## src/sv/lcss_pkg.sv

```systemverilog
// Shared types, constants and helper functions of the LBA to CHS sector splitter.
// Used by the channel interfaces and by every module of the block; depends on nothing.
package lcss_pkg;

   localparam int ADDR_W      = 32;   // block numbers, positions, quotients
   localparam int LEN_W       = 15;   // request length in bytes
   localparam int OFFS_W      = 12;   // byte offset inside a sector, widest sector size
   localparam int SPT_W       = 6;
   localparam int HEADS_W     = 9;
   localparam int DRIVE_W     = 8;
   localparam int CYL_W       = 16;
   localparam int HEAD_W      = 8;
   localparam int BUF_OFFS_W  = 15;
   localparam int BYTES_W     = 10;

   localparam int SECTOR_BYTES_DEF  = 512;
   localparam int CHUNK_SECTORS_DEF = 8;
   localparam int MAX_SEGMENTS_DEF  = 64;
   localparam int QUEUE_DEPTH_DEF   = 2;

   localparam int CSR_IDX_W  = 1;
   localparam int CSR_DATA_W = 9;
   localparam logic [CSR_IDX_W-1:0] CSR_SPT   = 1'd0;
   localparam logic [CSR_IDX_W-1:0] CSR_HEADS = 1'd1;

   localparam logic [SPT_W-1:0]   SPT_RESET   = 6'd63;
   localparam logic [HEADS_W-1:0] HEADS_RESET = 9'd16;
   localparam logic [HEADS_W-1:0] HEADS_MAX   = 9'd256;

   localparam logic KIND_SEGMENT = 1'b0;
   localparam logic KIND_ERROR   = 1'b1;

   typedef struct packed {
      logic [SPT_W-1:0]   spt;
      logic [HEADS_W-1:0] heads;
   } geom_type;

   typedef struct packed {
      logic               is_error;
      logic [DRIVE_W-1:0] drive;
      logic [ADDR_W-1:0]  first;
      logic [OFFS_W-1:0]  boffs;
      logic [LEN_W-1:0]   length;
      logic [ADDR_W-1:0]  new_position;
   } job_type;

   typedef struct packed {
      logic                  kind;
      logic [CYL_W-1:0]      cylinder;
      logic [HEAD_W-1:0]     head;
      logic [SPT_W-1:0]      sector;
      logic                  refill;
      logic [SPT_W-1:0]      refill_start;
      logic [SPT_W-1:0]      refill_count;
      logic [BUF_OFFS_W-1:0] buffer_offset;
      logic [BYTES_W-1:0]    byte_count;
      logic [ADDR_W-1:0]     new_position;
      logic                  cylinder_overflow;
      logic                  last;
   } rsp_type;

   // Largest multiple of the chunk size that does not exceed the zero-based sector.
   function automatic logic [SPT_W-1:0] chunk_base(input logic [SPT_W-1:0] sec0,
                                                   input int chunk);
      logic [SPT_W-1:0] base;
      base = '0;
      for (int j = 0; j < 64; j++) begin
         if (j * chunk <= int'(sec0)) begin
            base = SPT_W'(j * chunk);
         end
      end
      return base;
   endfunction

endpackage

```

## src/sv/lcss_req_if.sv

```systemverilog
// Request channel of the sector splitter: valid/ready handshake and request fields.
// Depends on lcss_pkg for the field widths.
interface lcss_req_if;
   import lcss_pkg::*;

   logic               valid;
   logic               ready;
   logic [DRIVE_W-1:0] drive;
   logic [ADDR_W-1:0]  start_block;
   logic [ADDR_W-1:0]  position;
   logic [LEN_W-1:0]   length;

   modport source (output valid, output drive, output start_block, output position,
                   output length, input ready);
   modport sink   (input valid, input drive, input start_block, input position,
                   input length, output ready);
endinterface

```

## src/sv/lcss_rsp_if.sv

```systemverilog
// Response channel of the sector splitter: valid/ready handshake and segment fields.
// Depends on lcss_pkg for the field widths.
interface lcss_rsp_if;
   import lcss_pkg::*;

   logic                  valid;
   logic                  ready;
   logic                  kind;
   logic [CYL_W-1:0]      cylinder;
   logic [HEAD_W-1:0]     head;
   logic [SPT_W-1:0]      sector;
   logic                  refill;
   logic [SPT_W-1:0]      refill_start;
   logic [SPT_W-1:0]      refill_count;
   logic [BUF_OFFS_W-1:0] buffer_offset;
   logic [BYTES_W-1:0]    byte_count;
   logic [ADDR_W-1:0]     new_position;
   logic                  cylinder_overflow;
   logic                  last;

   modport source (output valid, output kind, output cylinder, output head, output sector,
                   output refill, output refill_start, output refill_count,
                   output buffer_offset, output byte_count, output new_position,
                   output cylinder_overflow, output last, input ready);
   modport sink   (input valid, input kind, input cylinder, input head, input sector,
                   input refill, input refill_start, input refill_count,
                   input buffer_offset, input byte_count, input new_position,
                   input cylinder_overflow, input last, output ready);
endinterface

```

## src/sv/lcss_divider.sv

```systemverilog
// Restoring divider, one quotient bit per cycle.
// Depends on lcss_pkg for the dividend width.
module lcss_divider #(
   parameter int DIVISOR_W = 9
) (
   input  logic                        clock,
   input  logic                        reset,
   input  logic                        start,
   input  logic [lcss_pkg::ADDR_W-1:0] dividend,
   input  logic [DIVISOR_W-1:0]        divisor,
   output logic                        done,
   output logic [lcss_pkg::ADDR_W-1:0] quotient,
   output logic [DIVISOR_W-1:0]        remainder
);
   import lcss_pkg::*;

   localparam int CNT_W = $clog2(ADDR_W);

   logic                 busy_ff;
   logic                 done_ff;
   logic [CNT_W-1:0]     count_ff;
   logic [ADDR_W-1:0]    quo_ff;
   logic [DIVISOR_W-1:0] rem_ff;
   logic [DIVISOR_W-1:0] dsr_ff;

   logic [DIVISOR_W:0]   trial;
   logic [DIVISOR_W:0]   diff;
   logic                 fits;

   // The partial remainder stays below the divisor, so the trial fits one extra bit.
   assign trial = {rem_ff, quo_ff[ADDR_W-1]};
   assign diff  = trial - {1'b0, dsr_ff};
   assign fits  = trial >= {1'b0, dsr_ff};

   always_ff @(posedge clock) begin
      if (reset) begin
         busy_ff  <= 1'b0;
         done_ff  <= 1'b0;
         count_ff <= '0;
      end else begin
         done_ff <= 1'b0;
         if (start) begin
            busy_ff  <= 1'b1;
            count_ff <= CNT_W'(ADDR_W - 1);
         end else if (busy_ff) begin
            if (count_ff == '0) begin
               busy_ff <= 1'b0;
               done_ff <= 1'b1;
            end else begin
               count_ff <= count_ff - CNT_W'(1);
            end
         end
      end
   end

   always_ff @(posedge clock) begin
      if (start) begin
         quo_ff <= dividend;
         rem_ff <= '0;
         dsr_ff <= divisor;
      end else if (busy_ff) begin
         quo_ff <= {quo_ff[ADDR_W-2:0], fits};
         rem_ff <= fits ? diff[DIVISOR_W-1:0] : trial[DIVISOR_W-1:0];
      end
   end

   assign done      = done_ff;
   assign quotient  = quo_ff;
   assign remainder = rem_ff;

endmodule

```

## src/sv/lcss_queue.sv

```systemverilog
// Short job queue between the request front end and the segment back end.
// Depends on lcss_pkg for the job type.
module lcss_queue #(
   parameter int DEPTH = lcss_pkg::QUEUE_DEPTH_DEF
) (
   input  logic              clock,
   input  logic              reset,
   input  logic              push,
   input  lcss_pkg::job_type push_job,
   output logic              full,
   input  logic              pop,
   output lcss_pkg::job_type pop_job,
   output logic              empty
);
   import lcss_pkg::*;

   localparam int PW = (DEPTH > 1) ? $clog2(DEPTH) : 1;
   localparam int CW = $clog2(DEPTH + 1);

   job_type         mem [DEPTH];
   logic [PW-1:0]   wr_ptr_ff;
   logic [PW-1:0]   rd_ptr_ff;
   logic [CW-1:0]   count_ff;

   function automatic logic [PW-1:0] next_ptr(input logic [PW-1:0] ptr);
      return (ptr == PW'(DEPTH - 1)) ? '0 : ptr + PW'(1);
   endfunction

   assign full    = count_ff == CW'(DEPTH);
   assign empty   = count_ff == '0;
   assign pop_job = mem[rd_ptr_ff];

   always_ff @(posedge clock) begin
      if (reset) begin
         wr_ptr_ff <= '0;
         rd_ptr_ff <= '0;
         count_ff  <= '0;
      end else begin
         if (push) begin
            wr_ptr_ff <= next_ptr(wr_ptr_ff);
         end
         if (pop) begin
            rd_ptr_ff <= next_ptr(rd_ptr_ff);
         end
         if (push && !pop) begin
            count_ff <= count_ff + CW'(1);
         end else if (pop && !push) begin
            count_ff <= count_ff - CW'(1);
         end
      end
   end

   always_ff @(posedge clock) begin
      if (push) begin
         mem[wr_ptr_ff] <= push_job;
      end
   end

endmodule

```

## src/sv/lcss_front.sv

```systemverilog
// Request front end: takes a request, splits the position into block and byte offset,
// and queues a job. Depends on lcss_pkg and lcss_req_if.
module lcss_front #(
   parameter int SECTOR_BYTES = lcss_pkg::SECTOR_BYTES_DEF
) (
   input  logic              clock,
   input  logic              reset,
   lcss_req_if.sink          req,
   output logic              push,
   output lcss_pkg::job_type push_job,
   input  logic              full
);
   import lcss_pkg::*;

   // The sector size is a power of two, so the split is a shift and a mask.
   localparam int SB_LOG = $clog2(SECTOR_BYTES);

   typedef enum logic [1:0] {
      FS_IDLE = 2'b01,
      FS_PUSH = 2'b10
   } front_state_type;

   front_state_type    state_ff, state_in;
   logic [DRIVE_W-1:0] drive_ff;
   logic [ADDR_W-1:0]  start_ff;
   logic [ADDR_W-1:0]  pos_ff;
   logic [LEN_W-1:0]   len_ff;

   logic               accept;
   logic [ADDR_W-1:0]  pos_blocks;
   logic [OFFS_W-1:0]  pos_bytes;

   assign req.ready = state_ff == FS_IDLE;
   assign accept    = req.valid && req.ready;

   assign pos_blocks = pos_ff >> SB_LOG;
   assign pos_bytes  = OFFS_W'(pos_ff & ADDR_W'(SECTOR_BYTES - 1));

   always_comb begin
      state_in = state_ff;
      case (state_ff)
         FS_IDLE: begin
            if (accept) begin
               state_in = FS_PUSH;
            end
         end
         FS_PUSH: begin
            if (!full) begin
               state_in = FS_IDLE;
            end
         end
         default: state_in = FS_IDLE;
      endcase
   end

   always_ff @(posedge clock) begin
      if (reset) begin
         state_ff <= FS_IDLE;
      end else begin
         state_ff <= state_in;
      end
   end

   always_ff @(posedge clock) begin
      if (accept) begin
         drive_ff <= req.drive;
         start_ff <= req.start_block;
         pos_ff   <= req.position;
         len_ff   <= req.length;
      end
   end

   assign push                  = (state_ff == FS_PUSH) && !full;
   assign push_job.is_error     = len_ff == '0;
   assign push_job.drive        = drive_ff;
   assign push_job.first        = start_ff + pos_blocks;
   assign push_job.boffs        = pos_bytes;
   assign push_job.length       = len_ff;
   assign push_job.new_position = pos_ff + ADDR_W'(len_ff);

endmodule

```

## src/sv/lcss_back.sv

```systemverilog
// Segment back end: walks the sectors of a job, translates each block to CHS through a
// shared divider, checks the chunk tag and drives the response register.
// Depends on lcss_pkg, lcss_rsp_if and lcss_divider.
module lcss_back #(
   parameter int SECTOR_BYTES  = lcss_pkg::SECTOR_BYTES_DEF,
   parameter int CHUNK_SECTORS = lcss_pkg::CHUNK_SECTORS_DEF,
   parameter int MAX_SEGMENTS  = lcss_pkg::MAX_SEGMENTS_DEF
) (
   input  logic               clock,
   input  logic               reset,
   input  lcss_pkg::geom_type geom,
   output logic               pop,
   input  lcss_pkg::job_type  pop_job,
   input  logic               empty,
   lcss_rsp_if.source         rsp
);
   import lcss_pkg::*;

   localparam int KW = $clog2(MAX_SEGMENTS + 1);

   typedef enum logic [3:0] {
      BS_IDLE      = 4'b0001,
      BS_DIV_SPT   = 4'b0010,
      BS_DIV_HEADS = 4'b0100,
      BS_EMIT      = 4'b1000
   } back_state_type;

   back_state_type       state_ff, state_in;
   job_type              job_ff;
   logic [ADDR_W-1:0]    blk_ff;
   logic [LEN_W-1:0]     remaining_ff;
   logic [OFFS_W-1:0]    segoff_ff;
   logic [KW-1:0]        k_ff;
   logic [SPT_W-1:0]     sec0_ff;

   logic                 tag_valid_ff;
   logic [DRIVE_W-1:0]   tag_drive_ff;
   logic [CYL_W-1:0]     tag_cyl_ff;
   logic [HEAD_W-1:0]    tag_head_ff;
   logic [SPT_W-1:0]     tag_chunk_ff;

   rsp_type              out_ff;
   logic                 out_valid_ff;

   logic                 div_start;
   logic [ADDR_W-1:0]    div_dividend;
   logic [HEADS_W-1:0]   div_divisor;
   logic                 div_done;
   logic [ADDR_W-1:0]    div_quo;
   logic [HEADS_W-1:0]   div_rem;

   logic                 slot_free;
   logic                 load_out;
   logic [SPT_W-1:0]     base;
   logic [SPT_W-1:0]     chunk;
   logic [SPT_W-1:0]     chunk_rem;
   logic [CYL_W-1:0]     c16;
   logic [HEAD_W-1:0]    h8;
   logic                 refill;
   logic [15:0]          room16;
   logic [15:0]          rem16;
   logic [15:0]          bytes16;
   logic                 seg_last;
   logic [19:0]          offset20;
   logic [SPT_W-1:0]     refill_count;
   rsp_type              result;

   lcss_divider #(.DIVISOR_W(HEADS_W)) u_div (
      .clock     (clock),
      .reset     (reset),
      .start     (div_start),
      .dividend  (div_dividend),
      .divisor   (div_divisor),
      .done      (div_done),
      .quotient  (div_quo),
      .remainder (div_rem)
   );

   assign slot_free = !out_valid_ff || rsp.ready;
   assign pop       = (state_ff == BS_IDLE) && !empty;
   assign load_out  = (state_ff == BS_EMIT) && slot_free;

   // After the second division the divider holds cylinder and head.
   always_comb begin
      base      = chunk_base(sec0_ff, CHUNK_SECTORS);
      chunk     = base + SPT_W'(1);
      chunk_rem = sec0_ff - base;
      c16       = div_quo[CYL_W-1:0];
      h8        = div_rem[HEAD_W-1:0];
      refill    = !tag_valid_ff || (job_ff.drive != tag_drive_ff) || (c16 != tag_cyl_ff) ||
                  (h8 != tag_head_ff) || (chunk != tag_chunk_ff);
      room16    = 16'(SECTOR_BYTES) - 16'(segoff_ff);
      rem16     = 16'(remaining_ff);
      bytes16   = (rem16 < room16) ? rem16 : room16;
      seg_last  = (rem16 <= room16) || (k_ff == KW'(MAX_SEGMENTS - 1));
      offset20  = 20'(chunk_rem) * 20'(SECTOR_BYTES) + 20'(segoff_ff);
      refill_count = (SPT_W'(CHUNK_SECTORS) < geom.spt) ? SPT_W'(CHUNK_SECTORS) : geom.spt;

      result = '0;
      if (job_ff.is_error) begin
         result.kind = KIND_ERROR;
         result.last = 1'b1;
      end else begin
         result.kind              = KIND_SEGMENT;
         result.cylinder          = c16;
         result.head              = h8;
         result.sector            = sec0_ff + SPT_W'(1);
         result.refill            = refill;
         result.refill_start      = chunk;
         result.refill_count      = refill_count;
         result.buffer_offset     = offset20[BUF_OFFS_W-1:0];
         result.byte_count        = bytes16[BYTES_W-1:0];
         result.new_position      = seg_last ? job_ff.new_position : '0;
         result.cylinder_overflow = div_quo[ADDR_W-1:CYL_W] != '0;
         result.last              = seg_last;
      end
   end

   always_comb begin
      state_in     = state_ff;
      div_start    = 1'b0;
      div_dividend = blk_ff;
      div_divisor  = HEADS_W'(geom.spt);
      case (state_ff)
         BS_IDLE: begin
            if (!empty) begin
               if (pop_job.is_error) begin
                  state_in = BS_EMIT;
               end else begin
                  state_in     = BS_DIV_SPT;
                  div_start    = 1'b1;
                  div_dividend = pop_job.first;
               end
            end
         end
         BS_DIV_SPT: begin
            if (div_done) begin
               state_in     = BS_DIV_HEADS;
               div_start    = 1'b1;
               div_dividend = div_quo;
               div_divisor  = geom.heads;
            end
         end
         BS_DIV_HEADS: begin
            if (div_done) begin
               state_in = BS_EMIT;
            end
         end
         BS_EMIT: begin
            if (slot_free) begin
               if (job_ff.is_error || seg_last) begin
                  state_in = BS_IDLE;
               end else begin
                  state_in     = BS_DIV_SPT;
                  div_start    = 1'b1;
                  div_dividend = blk_ff + ADDR_W'(1);
               end
            end
         end
         default: state_in = BS_IDLE;
      endcase
   end

   always_ff @(posedge clock) begin
      if (reset) begin
         state_ff     <= BS_IDLE;
         out_valid_ff <= 1'b0;
         tag_valid_ff <= 1'b0;
         tag_drive_ff <= '1;
         tag_cyl_ff   <= '0;
         tag_head_ff  <= '0;
         tag_chunk_ff <= '0;
      end else begin
         state_ff <= state_in;
         if (load_out) begin
            out_valid_ff <= 1'b1;
         end else if (rsp.ready) begin
            out_valid_ff <= 1'b0;
         end
         if (load_out && !job_ff.is_error && refill) begin
            tag_valid_ff <= 1'b1;
            tag_drive_ff <= job_ff.drive;
            tag_cyl_ff   <= c16;
            tag_head_ff  <= h8;
            tag_chunk_ff <= chunk;
         end
      end
   end

   always_ff @(posedge clock) begin
      if (pop) begin
         job_ff       <= pop_job;
         blk_ff       <= pop_job.first;
         remaining_ff <= pop_job.length;
         segoff_ff    <= pop_job.boffs;
         k_ff         <= '0;
      end else if (load_out && !job_ff.is_error && !seg_last) begin
         blk_ff       <= blk_ff + ADDR_W'(1);
         remaining_ff <= remaining_ff - bytes16[LEN_W-1:0];
         segoff_ff    <= '0;
         k_ff         <= k_ff + KW'(1);
      end
      if ((state_ff == BS_DIV_SPT) && div_done) begin
         sec0_ff <= div_rem[SPT_W-1:0];
      end
      if (load_out) begin
         out_ff <= result;
      end
   end

   assign rsp.valid             = out_valid_ff;
   assign rsp.kind              = out_ff.kind;
   assign rsp.cylinder          = out_ff.cylinder;
   assign rsp.head              = out_ff.head;
   assign rsp.sector            = out_ff.sector;
   assign rsp.refill            = out_ff.refill;
   assign rsp.refill_start      = out_ff.refill_start;
   assign rsp.refill_count      = out_ff.refill_count;
   assign rsp.buffer_offset     = out_ff.buffer_offset;
   assign rsp.byte_count        = out_ff.byte_count;
   assign rsp.new_position      = out_ff.new_position;
   assign rsp.cylinder_overflow = out_ff.cylinder_overflow;
   assign rsp.last              = out_ff.last;

`ifndef NO_ASSERTIONS
   a_error_is_last: assert property (@(posedge clock) disable iff (reset)
      (out_valid_ff && (out_ff.kind == KIND_ERROR)) |-> out_ff.last)
      else $error("error transaction without last");

   a_segment_bound: assert property (@(posedge clock) disable iff (reset)
      (state_ff != BS_IDLE) |-> (k_ff <= KW'(MAX_SEGMENTS - 1)))
      else $error("segment counter ran past the segment limit");

   a_bytes_left: assert property (@(posedge clock) disable iff (reset)
      ((state_ff == BS_EMIT) && !job_ff.is_error) |-> (remaining_ff != '0))
      else $error("segment emitted with no bytes left in the request");

   a_tag_loaded: assert property (@(posedge clock) disable iff (reset)
      (load_out && !job_ff.is_error) |=> tag_valid_ff)
      else $error("chunk tag not valid after a segment transaction");
`endif

endmodule

```

## src/sv/lba_to_chs_sector_splitter.sv

```systemverilog
// LBA to CHS sector splitter, top level.
// Requests (drive, start block, byte position, length) arrive on the req_ch channel and are
// accepted on a valid/ready transaction. Each request yields one response transaction per
// sector it spans on rsp_ch, up to the segment limit, with last set on the final one; a
// zero length yields a single error transaction. Each segment transaction carries the
// cylinder, head and sector, the chunk buffer offset and byte count, and whether the
// sector's chunk misses the one-entry tag and must be fetched first.
// Geometry is written through csr_we/csr_index/csr_wdata; the user must write it only while
// the block is idle, as the block itself does not enforce this. The front end registers an
// accepted request and, once the two-entry queue has room, pushes it as a job, so it takes
// the next request while the back end still works. The back end runs two divisions per
// sector on one shared divider, by sectors per track, then by heads; error jobs skip both.
// The response register holds a transaction while rsp_ch.ready is low; the back end then
// waits, and the front end stalls only once the queue is full.
// Synchronous reset empties the queue and the response register, clears the chunk tag and
// loads the default geometry of 63 sectors per track and 16 heads.
// Depends on lcss_pkg, the channel interfaces, lcss_front, lcss_queue and lcss_back.
module lba_to_chs_sector_splitter #(
   parameter int SECTOR_BYTES  = lcss_pkg::SECTOR_BYTES_DEF,
   parameter int CHUNK_SECTORS = lcss_pkg::CHUNK_SECTORS_DEF,
   parameter int MAX_SEGMENTS  = lcss_pkg::MAX_SEGMENTS_DEF,
   parameter int QUEUE_DEPTH   = lcss_pkg::QUEUE_DEPTH_DEF
) (
   input  logic                            clock,
   input  logic                            reset,
   lcss_req_if.sink                        req_ch,
   lcss_rsp_if.source                      rsp_ch,
   input  logic                            csr_we,
   input  logic [lcss_pkg::CSR_IDX_W-1:0]  csr_index,
   input  logic [lcss_pkg::CSR_DATA_W-1:0] csr_wdata
);
   import lcss_pkg::*;

   logic [SPT_W-1:0]   spt_ff;
   logic [HEADS_W-1:0] heads_ff;
   geom_type           geom;

   logic               push;
   job_type            push_job;
   logic               full;
   logic               pop;
   job_type            pop_job;
   logic               empty;

   always_ff @(posedge clock) begin
      if (reset) begin
         spt_ff   <= SPT_RESET;
         heads_ff <= HEADS_RESET;
      end else if (csr_we) begin
         case (csr_index)
            CSR_SPT:   spt_ff   <= csr_wdata[SPT_W-1:0];
            CSR_HEADS: heads_ff <= csr_wdata[HEADS_W-1:0];
            default:   ;
         endcase
      end
   end

   // A zero geometry value acts as one, and the head count saturates at 256.
   always_comb begin
      geom.spt = (spt_ff == '0) ? SPT_W'(1) : spt_ff;
      if (heads_ff == '0) begin
         geom.heads = HEADS_W'(1);
      end else if (heads_ff > HEADS_MAX) begin
         geom.heads = HEADS_MAX;
      end else begin
         geom.heads = heads_ff;
      end
   end

   lcss_front #(.SECTOR_BYTES(SECTOR_BYTES)) u_front (
      .clock    (clock),
      .reset    (reset),
      .req      (req_ch),
      .push     (push),
      .push_job (push_job),
      .full     (full)
   );

   lcss_queue #(.DEPTH(QUEUE_DEPTH)) u_queue (
      .clock    (clock),
      .reset    (reset),
      .push     (push),
      .push_job (push_job),
      .full     (full),
      .pop      (pop),
      .pop_job  (pop_job),
      .empty    (empty)
   );

   lcss_back #(
      .SECTOR_BYTES  (SECTOR_BYTES),
      .CHUNK_SECTORS (CHUNK_SECTORS),
      .MAX_SEGMENTS  (MAX_SEGMENTS)
   ) u_back (
      .clock   (clock),
      .reset   (reset),
      .geom    (geom),
      .pop     (pop),
      .pop_job (pop_job),
      .empty   (empty),
      .rsp     (rsp_ch)
   );

endmodule

```

## src/flat_wrapper.sv

```systemverilog
// flat-port wrapper written by rule: the top's interface ports become plain ports
module lba_to_chs_sector_splitter_flat import lcss_pkg::*;
#(
   parameter int SECTOR_BYTES  = lcss_pkg::SECTOR_BYTES_DEF,
   parameter int CHUNK_SECTORS = lcss_pkg::CHUNK_SECTORS_DEF,
   parameter int MAX_SEGMENTS  = lcss_pkg::MAX_SEGMENTS_DEF,
   parameter int QUEUE_DEPTH   = lcss_pkg::QUEUE_DEPTH_DEF
)
  (clock, reset, csr_we, csr_index, csr_wdata, req_ch_valid, req_ch_drive, req_ch_start_block, req_ch_position, req_ch_length, req_ch_ready, rsp_ch_valid, rsp_ch_kind, rsp_ch_cylinder, rsp_ch_head, rsp_ch_sector, rsp_ch_refill, rsp_ch_refill_start, rsp_ch_refill_count, rsp_ch_buffer_offset, rsp_ch_byte_count, rsp_ch_new_position, rsp_ch_cylinder_overflow, rsp_ch_last, rsp_ch_ready);
  lcss_req_if req_ch_i ();
  lcss_rsp_if rsp_ch_i ();
  input  logic clock;
  input  logic reset;
  input  logic csr_we;
  input  logic [lcss_pkg::CSR_IDX_W-1:0] csr_index;
  input  logic [lcss_pkg::CSR_DATA_W-1:0] csr_wdata;
  input wire logic [$bits(req_ch_i.valid)-1:0] req_ch_valid;
  input wire logic [$bits(req_ch_i.drive)-1:0] req_ch_drive;
  input wire logic [$bits(req_ch_i.start_block)-1:0] req_ch_start_block;
  input wire logic [$bits(req_ch_i.position)-1:0] req_ch_position;
  input wire logic [$bits(req_ch_i.length)-1:0] req_ch_length;
  output wire logic [$bits(req_ch_i.ready)-1:0] req_ch_ready;
  output wire logic [$bits(rsp_ch_i.valid)-1:0] rsp_ch_valid;
  output wire logic [$bits(rsp_ch_i.kind)-1:0] rsp_ch_kind;
  output wire logic [$bits(rsp_ch_i.cylinder)-1:0] rsp_ch_cylinder;
  output wire logic [$bits(rsp_ch_i.head)-1:0] rsp_ch_head;
  output wire logic [$bits(rsp_ch_i.sector)-1:0] rsp_ch_sector;
  output wire logic [$bits(rsp_ch_i.refill)-1:0] rsp_ch_refill;
  output wire logic [$bits(rsp_ch_i.refill_start)-1:0] rsp_ch_refill_start;
  output wire logic [$bits(rsp_ch_i.refill_count)-1:0] rsp_ch_refill_count;
  output wire logic [$bits(rsp_ch_i.buffer_offset)-1:0] rsp_ch_buffer_offset;
  output wire logic [$bits(rsp_ch_i.byte_count)-1:0] rsp_ch_byte_count;
  output wire logic [$bits(rsp_ch_i.new_position)-1:0] rsp_ch_new_position;
  output wire logic [$bits(rsp_ch_i.cylinder_overflow)-1:0] rsp_ch_cylinder_overflow;
  output wire logic [$bits(rsp_ch_i.last)-1:0] rsp_ch_last;
  input wire logic [$bits(rsp_ch_i.ready)-1:0] rsp_ch_ready;
  assign req_ch_i.valid = req_ch_valid;
  assign req_ch_i.drive = req_ch_drive;
  assign req_ch_i.start_block = req_ch_start_block;
  assign req_ch_i.position = req_ch_position;
  assign req_ch_i.length = req_ch_length;
  assign req_ch_ready = req_ch_i.ready;
  assign rsp_ch_valid = rsp_ch_i.valid;
  assign rsp_ch_kind = rsp_ch_i.kind;
  assign rsp_ch_cylinder = rsp_ch_i.cylinder;
  assign rsp_ch_head = rsp_ch_i.head;
  assign rsp_ch_sector = rsp_ch_i.sector;
  assign rsp_ch_refill = rsp_ch_i.refill;
  assign rsp_ch_refill_start = rsp_ch_i.refill_start;
  assign rsp_ch_refill_count = rsp_ch_i.refill_count;
  assign rsp_ch_buffer_offset = rsp_ch_i.buffer_offset;
  assign rsp_ch_byte_count = rsp_ch_i.byte_count;
  assign rsp_ch_new_position = rsp_ch_i.new_position;
  assign rsp_ch_cylinder_overflow = rsp_ch_i.cylinder_overflow;
  assign rsp_ch_last = rsp_ch_i.last;
  assign rsp_ch_i.ready = rsp_ch_ready;
  lba_to_chs_sector_splitter #(.SECTOR_BYTES(SECTOR_BYTES), .CHUNK_SECTORS(CHUNK_SECTORS), .MAX_SEGMENTS(MAX_SEGMENTS), .QUEUE_DEPTH(QUEUE_DEPTH)) u_core (.clock(clock), .reset(reset), .req_ch(req_ch_i), .rsp_ch(rsp_ch_i), .csr_we(csr_we), .csr_index(csr_index), .csr_wdata(csr_wdata));
endmodule
```

## config.mk

```make
export PLATFORM = sky130hd
export DESIGN_NAME = lba_to_chs_sector_splitter_flat
export DESIGN_NICKNAME = d
export VERILOG_FILES = /design/src/sv/lcss_pkg.sv /design/src/sv/lcss_req_if.sv /design/src/sv/lcss_rsp_if.sv /design/src/sv/lcss_divider.sv /design/src/sv/lcss_queue.sv /design/src/sv/lcss_front.sv /design/src/sv/lcss_back.sv /design/src/sv/lba_to_chs_sector_splitter.sv /design/src/flat_wrapper.sv
export SDC_FILE = /design/constraint.sdc
export NUM_CORES = 1
export LEC_CHECK = 0
export BUFFER_PORTS_ARGS = -buffer_cell sky130_fd_sc_hd__buf_2
export CORE_ASPECT_RATIO = 0.75
export CORE_UTILIZATION = 45
export CTS_CLUSTER_SIZE = 16
export DETAILED_ROUTE_END_ITERATION = 6
export PLACE_DENSITY = 0.72
export SYNTH_ARGS = -nofsm -noshare
export SYNTH_HDL_FRONTEND = slang
export SYNTH_SLANG_ARGS = --single-unit
```

## constraint.sdc

```tcl
create_clock -name clock -period 6 [get_ports clock]
set_clock_uncertainty 0.15 [all_clocks]
set_input_delay 0.3 -clock clock [delete_from_list [all_inputs] [get_ports clock]]
set_output_delay 0.3 -clock clock [all_outputs]
set_load 0.03 [all_outputs]
```

==> impl_results.md <==
* RSZ-0062 raised after global routing: no
* Max-slew violations at 0
* Post-DP HPWL at about 42000 µm
* TritonRoute pass-1 iters at 7
* Via count at roughly 18000
* Port Buf Inserts at about 200
* Mapped Area at ~28000 µm²
* I/O Pins at 207
* Diodes inserted at 0
* Cells on worst reg2reg path at 19
* GPL Wtd Cong at 0.896
* Final Setup Violations at 0
* Inst Count DP at between 3000 and 4000
* Async SR Flop Fraction at 0
* Final core occ at 0.538
* H-tree depth at 2
* Worst hold margin at 0.202 ns
* CP Launch Type: flip-flop
* Synth Area in XOR/XNOR at 0.0503
* Top FF cell, synth: edfxtp_1
* Core ar. at 60600 µm²
* Hold Path Origin: req_ch_valid
* Max_cap viols at 0
* Combinational Power Share at 0.250
* Std cell rows at 78
* Switch Pwr at 4.16 mW
* Clock sink count at 612
* Failing checks: DRC
* Die W at 288 µm
* Total CTS buffers at 59
* Reg-to-Reg Start: u_core.u_back.segoff_ff[3]
* Worst reg2reg setup slack at 0.35 ns
* Power Density at 408 nW/µm²
* Endpoint class of the critical path: flip-flop
* Fraction of layout cells with a size suffix above 1 at 0.159
* Switching Share at 0.313
* DRC Markers at 13
* Main combinational cell family by area after synthesis: simple AND/OR/NAND/NOR gates
* P_leak at around 12 nW
* P&R area growth vs syn at 17.8%
* Clock-pin slew on the worst setup and hold paths at 0.06 ns
* Synth Register Bits at around 600
* GRT Residual Overflow at 0
* Worst EP required at 6.21 ns
* Critical R2R Capture: u_core.u_back.remaining_ff[13]
* Synth Area in Simple Gates at 0.120
* Crit path arrival time at 5.86 ns
* Clock latency on the worst-skew pair at 0.64 ns
* Worst Setup Path Type: flip-flop to flip-flop
* Hold Crit Depth at 2
* VDD IR-drop max at 0.273 mV
* Multiplexer area fraction after synthesis at 0.0491
* Final hold violation count at 0
* Cells after Synth at 2150
* Largest net degree at the start of global routing at between 90 and 100
* CTS Root Cell: clkbuf_16
* Final period util at 0.942
* Antenna-violating nets left at 0
* Complex-gate fraction of the synthesized area at 0.0866
* Hold WC Path Type: input pin to flip-flop
* Synth cell types at 81
* Via-to-Cell Ratio at 5.51
* CTS tree: done
* Post-Layout Cell Count at 3291
* Cts hold-fix bufs at 103
* Wirelength per Cell at 19.5 µm
* First-iteration detailed-routing DRC count at between 1500 and 2000
* GR Util All Layers at 0.205
* Clk pwr share at 0.301
* Power Internal at 9.13 mW
* Setup TNS at 0 ns
* Final min period at 5.65 ns
* Initial antenna violation count at 0
* Die height at 217 µm
* Status: finished with violations
* Initial Util at 0.457
* Worst slew margin at 0.244
* CP Max Fanout at 6
* Number of flops mapped to enable cells by yosys at 526
* Post-CTS setup buffers at 0
* Synth Area in Adders at 0.0380
* Yosys Warn Count at 0
* Max Freq at about 180 MHz
* Vias in the first global route at 17900
* Post-CTS sizing at 0
* Hold endpoint: u_core.u_front.drive_ff[3]
* WL final at approximately 64000 µm
* First-pass GRT wire length at 99900 µm
* Sequential fraction of the synthesis area at 0.633
* Nets@finish at 2626
* Die area at 62500 µm²
* Worst Tran Pin Value at 1.13 ns
* Syn avg cell area at 12.9 µm²
* Sequential power share at 0.449
* Clock tree buffer depth at 3
-- state kept, by name, summed over array words and instances, names as in the netlist, 16 cells and up, named ones only --
name                            count
u_core.u_back.u_div.quotient       32
u_core.u_queue.mem                194
u_core.u_back.job_ff               41
u_core.u_front.pos_ff              32
u_core.u_front.start_ff            32
u_core.u_back.tag_cyl_ff           16
u_core.u_back.rsp.cylinder         16
u_core.u_back.blk_ff               32
u_core.u_back.rsp.new_position     32
-- cells in the mapped netlist (all sizes together), types with 31 or more instances --
library cell | count | area (µm²)
nor2b | 51 | 319
nor2 | 155 | 599
mux2i | 84 | 841
nand2 | 142 | 538
inv | 57 | 214
o21ai | 67 | 347
edfxtp | 526 | 15800
ha | 76 | 951
xor2 | 31 | 272
clkbuf | 69 | 259
o211ai | 35 | 263
nor3 | 64 | 320
nand3 | 53 | 265
and2 | 47 | 294
mux2 | 46 | 518
a31oi | 38 | 238
xnor2 | 128 | 1120
dfxtp | 86 | 1720
a21oi | 105 | 529
-- placed cells by master (no fill, tap or decap), types with 59 or more instances in the layout --
cell and instances:
edfxtp_1 526, buf_2 204, nand2_1 138, ha_1 76, mux2i_1 84, nor3_1 64, o21ai_0 64, dfxtp_1 85
dlygate4sd3_1 103, a21oi_1 103, xnor2_1 128, nor2_1 152, clkbuf_16 59
-- metrics by stage --
stage	power (mW)	instance area (µm²)	worst slack [ns]
finish	13.3	32600	0.350
detailed placement	9.28	29500	0.454
CTS	13.3	32600	0.415
global route	14.0	32600	0.0327
global placement	9.17	29500	0.632
floorplan	8.33	27700	0.141
-- routing by layer --
metal | vias up | part of all wire | global-route usage
met2 | 606 | 0.45 | 0.320
met1 | 8832 | 0.47 | 0.300
li1 | 8613 | - | -
met5 | - | 0 | 0
met3 | 93 | 0.058 | 0.0295
met4 | 0 | 0.019 | 0.0510
-- worst max-delay path by stage --
stage	cells after the start	to	slack (ns)	start
after CTS	19	u_core.u_back.remaining_ff[13]	0.41	u_core.u_back.segoff_ff[3]
after global placement	19	u_core.u_back.remaining_ff[13]	0.63	u_core.u_back.segoff_ff[3]
after floorplan	3	u_core.u_queue.mem[0][0]	0.14	u_core.u_queue.count_ff[0]
final	19	u_core.u_back.remaining_ff[13]	0.35	u_core.u_back.segoff_ff[3]
after detailed placement	19	u_core.u_back.remaining_ff[13]	0.45	u_core.u_back.segoff_ff[3]
after global routing	21	u_core.u_back.remaining_ff[10]	0.03	u_core.u_back.segoff_ff[3]
-- cell families after synthesis --
| family | after synthesis |
|---|---|
| buffers and inverters | 152 |
| multiplexers | 130 |
| adder cells (fa/ha/maj) | 81 |
| AO/OA/AOI/OAI | 363 |
| other | 1 |
| XOR/XNOR | 159 |
| flip-flops | 612 |
| AND/OR/NAND/NOR | 652 |
-- final cells by class --
type	count	area, µm²
fillers	4920	28000
flip-flops and latches	612	17500
multi-input cells	1389	9560
repair buffers	324	2200
clock buffers	66	1520
well taps	800	1000
clock inverters	43	564
inverters	57	216
-- critical path, cell delays in order (launching register included) --
cell       delay [ns]
edfxtp_1         0.45
or4_1            0.58
nor2_1           0.11
nand2_1          0.10
or3_1            0.37
ha_1             0.36
nand3_1          0.11
or2_1            0.19
a21oi_2          0.08
a2111oi_4        0.49
mux2i_1          0.46
ha_1             0.31
nor2b_1          0.12
o21ai_0          0.23
a21oi_1          0.15
o41ai_1          0.29
buf_4            0.19
o21bai_1         0.11
and3_1           0.19
or3_1            0.34
-- power groups by stage --
stage	sequential (mW)	clock [mW]	combinational [mW]
after floorplan	5.89	0	2.44
after global placement	6.03	0	3.15
after detailed placement	6.04	0	3.24
after CTS	5.96	4.08	3.31
after global routing	6.03	4.25	3.68
final	5.97	4.01	3.33
Power figures use the tool's default switching activity.
